===== src/rtl/core/ppf_ram.sv =====
`timescale 1ns / 1ps
// ----------------------------------------------------------------------------
// ppf_ram
// generic single-port ram with registered read
// ----------------------------------------------------------------------------
module ppf_ram #(
	parameter int WIDTH = 8,
	parameter int DEPTH = 16
) (
	input  logic                     clk,
	input  logic                     we,
	input  logic [$clog2(DEPTH)-1:0] addr,
	input  logic [WIDTH-1:0]         wdata,
	output logic [WIDTH-1:0]         rdata
);
	logic [WIDTH-1:0] mem_q [DEPTH];

	always_ff @(posedge clk) begin
		if (we) mem_q[addr] <= wdata;
		rdata <= mem_q[addr];
	end
endmodule


===== config.mk =====
export PLATFORM = sky130hd
export DESIGN_NAME = ppf_ram
export DESIGN_NICKNAME = d
export VERILOG_FILES = /design/src/rtl/core/ppf_ram.sv
export SDC_FILE = /design/constraint.sdc
export NUM_CORES = 1
export LEC_CHECK = 0
export BUFFER_PORTS_ARGS = -buffer_cell sky130_fd_sc_hd__buf_2
export CORE_AREA = 2 2 116 118
export CTS_BUF_LIST = sky130_fd_sc_hd__clkbuf_4 sky130_fd_sc_hd__clkbuf_8
export CTS_CLUSTER_DIAMETER = 40
export DETAILED_ROUTE_END_ITERATION = 8
export DIE_AREA = 0 0 118 120
export SYNTH_ARGS = -nofsm -noshare
export SYNTH_HDL_FRONTEND = slang
export SYNTH_SLANG_ARGS = --single-unit
export TNS_END_PERCENT = 30

===== constraint.sdc =====
create_clock -name clk -period 2.3 [get_ports clk]
set_input_delay 0.115 -clock clk [delete_from_list [all_inputs] [get_ports clk]]
set_output_delay 0.115 -clock clk [all_outputs]
set_load 0.05 [all_outputs]

==> metrics.md <==
| Metric | Value |
|---|---|
| Sequential area share after synthesis | `79.0%` |
| Setup TNS | `0 ps` |
| Max Clk Rate | `730 MHz` |
| Worst Tran Pin Value | `652 ps` |
| First-pass iteration count of the detailed router | `4` |
| Peak supply drop | `0.339 mV` |
| Setup Viol. Count Final | `0` |
| Hold Startpoint | `wdata[0]` |
| Fin Clk Skew | `11.4 ps` |
| WP buf/inv | `0` |
| Share of post-route cells with drive strength above 1 | `36.2%` |
| Area leader, netlist | `edfxtp_1` |
| Final period utilization | `59.5%` |
| Cell family with most CP delay | `multiplexers` |
| Critical path launch point type | `flop` |
| Crit-path slowest cell | `mux4_2` |
| Initial antenna violation count | `0` |
| Post-DRT Antenna Nets | `0` |
| Critical path's largest stage delay | `480 ps` |
| Detailed-placement wirelength estimate | `6190 um` |
| CP required | `2620 ps` |
| Synth top area share | `75.9%` |
| H-tree depth | `4` |
| Number of synthesized flops with an enable pin | `128` |
| Cts hold-fix bufs | `0` |
| Final Core Density | `45.9%` |
| Initial core utilization | `39.0%` |
| Resize count post-CTS | `0` |
| Core area | `13000 um2` |
| Top post-synthesis cells by area | `edfxtp_1 76%, mux4_2 14%, dfxtp_1 3.2%` |
| Die Ht | `120 um` |
| Root Driver | `clkbuf_8` |
| Total track usage | `14.7%` |
| Primary FF master, synth | `edfxtp_1` |
| WHS Endpoint | `mem_q[13][0]` |
| GRT overflow | `0` |
| Post-synth top cells | `128 x edfxtp_1, 32 x mux4_2, 16 x a22oi_1` |
| Cell variety after synth | `18` |
| Crit Path Max Fanout | `1` |
| Async set-reset flop share out of synthesis | `0%` |
| Area Growth Syn to Fin | `17.6%` |
| Drt total wl | `9710 um` |
| Clk_lat worst skew | `440 ps` |
| Slew Limit Fails | `0` |
| Syn_nets | `244` |
| Vias in the first global route | `2476` |
| Wire per inst | `20.7 um` |
| GPL Wtd Cong | `0.731` |
| TritonCTS Buffers | `17` |
| R2R Path End | `rdata[6]` |
| R2R setup slack | `930 ps` |
| DRC | `0` |
| Antenna diodes | `0` |
| Port Buffers | `21` |
| Post-CTS Setup Bufs | `0` |
| WHS Path Cells | `1` |
| Fillers | `1111` |
| Total power draw | `5.31 mW` |
| Crit path from | `mem_q[3][6]` |
| Cell area after synthesis | `5070 um2` |
| Pwr/cell area | `891 nW/um2` |
| Final hold vios | `0` |
| Initial DRC count | `167` |
| # rows | `42` |
| Largest net degree at the start of global routing | `40` |
| Total number of vias | `2358` |
| Cell count after synthesis | `230` |
| Mapped Avg Cell Area | `22.0 um2` |
| Io pins | `22` |
| Ys Warns | `0` |
| Status | `completed` |
| Max_slew headroom | `56.5%` |
| CP Capture Type | `flop` |
| CTS tree | `built` |
| CP Data Arrival Time | `1690 ps` |
| Reg2Reg Depth | `3` |
| Minimum clock period | `1370 ps` |
| R2r startpoint | `mem_q[3][6]` |
| RSZ-0062 raised after global routing | `false` |
| Clk slew on worst S/H paths | `80 ps` |
| Die W | `118 um` |
| Vias per inst | `5.03` |
| Critical path type | `reg2reg` |
| P_leak | `1.96 nW` |
| First-pass GRT wire length | `14900 um` |
| Cell Chain, Critical Path | `mux4_2, a22oi_1, nand2_1` |
| Final net count | `294` |
| Max Cap Viol | `0` |
| Hold Crit Class | `in2reg` |
| # clock sinks | `136` |
| Count leader, synth | `edfxtp_1` |
| Synth Register Bits | `136` |
| CTS max path bufs | `2` |
| Die area | `14200 um2` |
[cells in the final DEF, fill, tap and decap left out]
cell          n
a22oi_1      16
and2_1        1
buf_12        1
buf_2        21
buf_4        20
bufinv_16     5
clkbuf_4      1
clkbuf_8     18
clkinv_1      1
clkinv_2      3
clkinv_4      1
clkinvlp_4    2
dfxtp_1       8
edfxtp_1    128
inv_6         1
mux4_2       32
nand2_1       9
nand2b_1      2
nand3_1       1
nand3b_1      2
nor2_1       13
nor2b_1       2
nor3_1        4
or3b_2        1
[per-layer routing]
metal / wire (um) / global-route usage [%] / up-vias / part of all wire [%]
met5: 0 / 0 / - / 0
met4: 146 / 6.33 / 0 / 1.5
met3: 235 / 3.37 / 12 / 2.4
met2: 4970 / 23.9 / 41 / 51
met1: 4360 / 19.2 / 1246 / 45
li1: - / - / 1059 / -
[worst max-delay path by stage]
stage | slack, ps | cells past startpoint | to
floorplan | 690 | 2 | mem_q[0][0]
global placement | 570 | 5 | rdata[5]
detailed placement | 570 | 5 | rdata[5]
CTS | 920 | 3 | rdata[5]
global route | 880 | 3 | rdata[5]
finish | 930 | 3 | rdata[6]
[per-stage QoR]
| step | instance area [um2] | std cells | hold slack [ps] | worst slack (ps) |
|---|---|---|---|---|
| after floorplan | 5070 | 230 | 214 | 692 |
| final | 5960 | 469 | 68.7 | 930 |
| after CTS | 5960 | 469 | 54.4 | 924 |
| after global placement | 5500 | 437 | 510 | 567 |
| after global routing | 5960 | 469 | 63.7 | 880 |
| after detailed placement | 5500 | 437 | 525 | 571 |
[registers in the layout, summed over array words and instances (netlist names)]
signal and cells:
rdata 8, mem_q 128
[area by class of cell]
class | count | area (um2) | share of cell area [%]
clock buffer | 19 | 255 | 4.28
clock inverter | 13 | 201 | 3.38
multi-input combinational | 83 | 1000 | 16.8
sequential | 136 | 4000 | 67.2
tap | 176 | 220 | 3.70
timing repair buffer | 42 | 275 | 4.62
[kinds of logic after synthesis]
family	after synthesis	share of synthesized area, %
buf+inv	11	1.19
flops	136	79.0
compound gates	16	2.37
simple gates	35	3.21
mux	32	14.2
[power breakdown]
part / switching (mW) / internal [mW]
logic: 0.202 / 0.111
clock network: 0.885 / 1.33
registers: 0.0153 / 2.77
total: 1.10 / 4.20
Note: power is estimated with default switching activity, not from simulation.
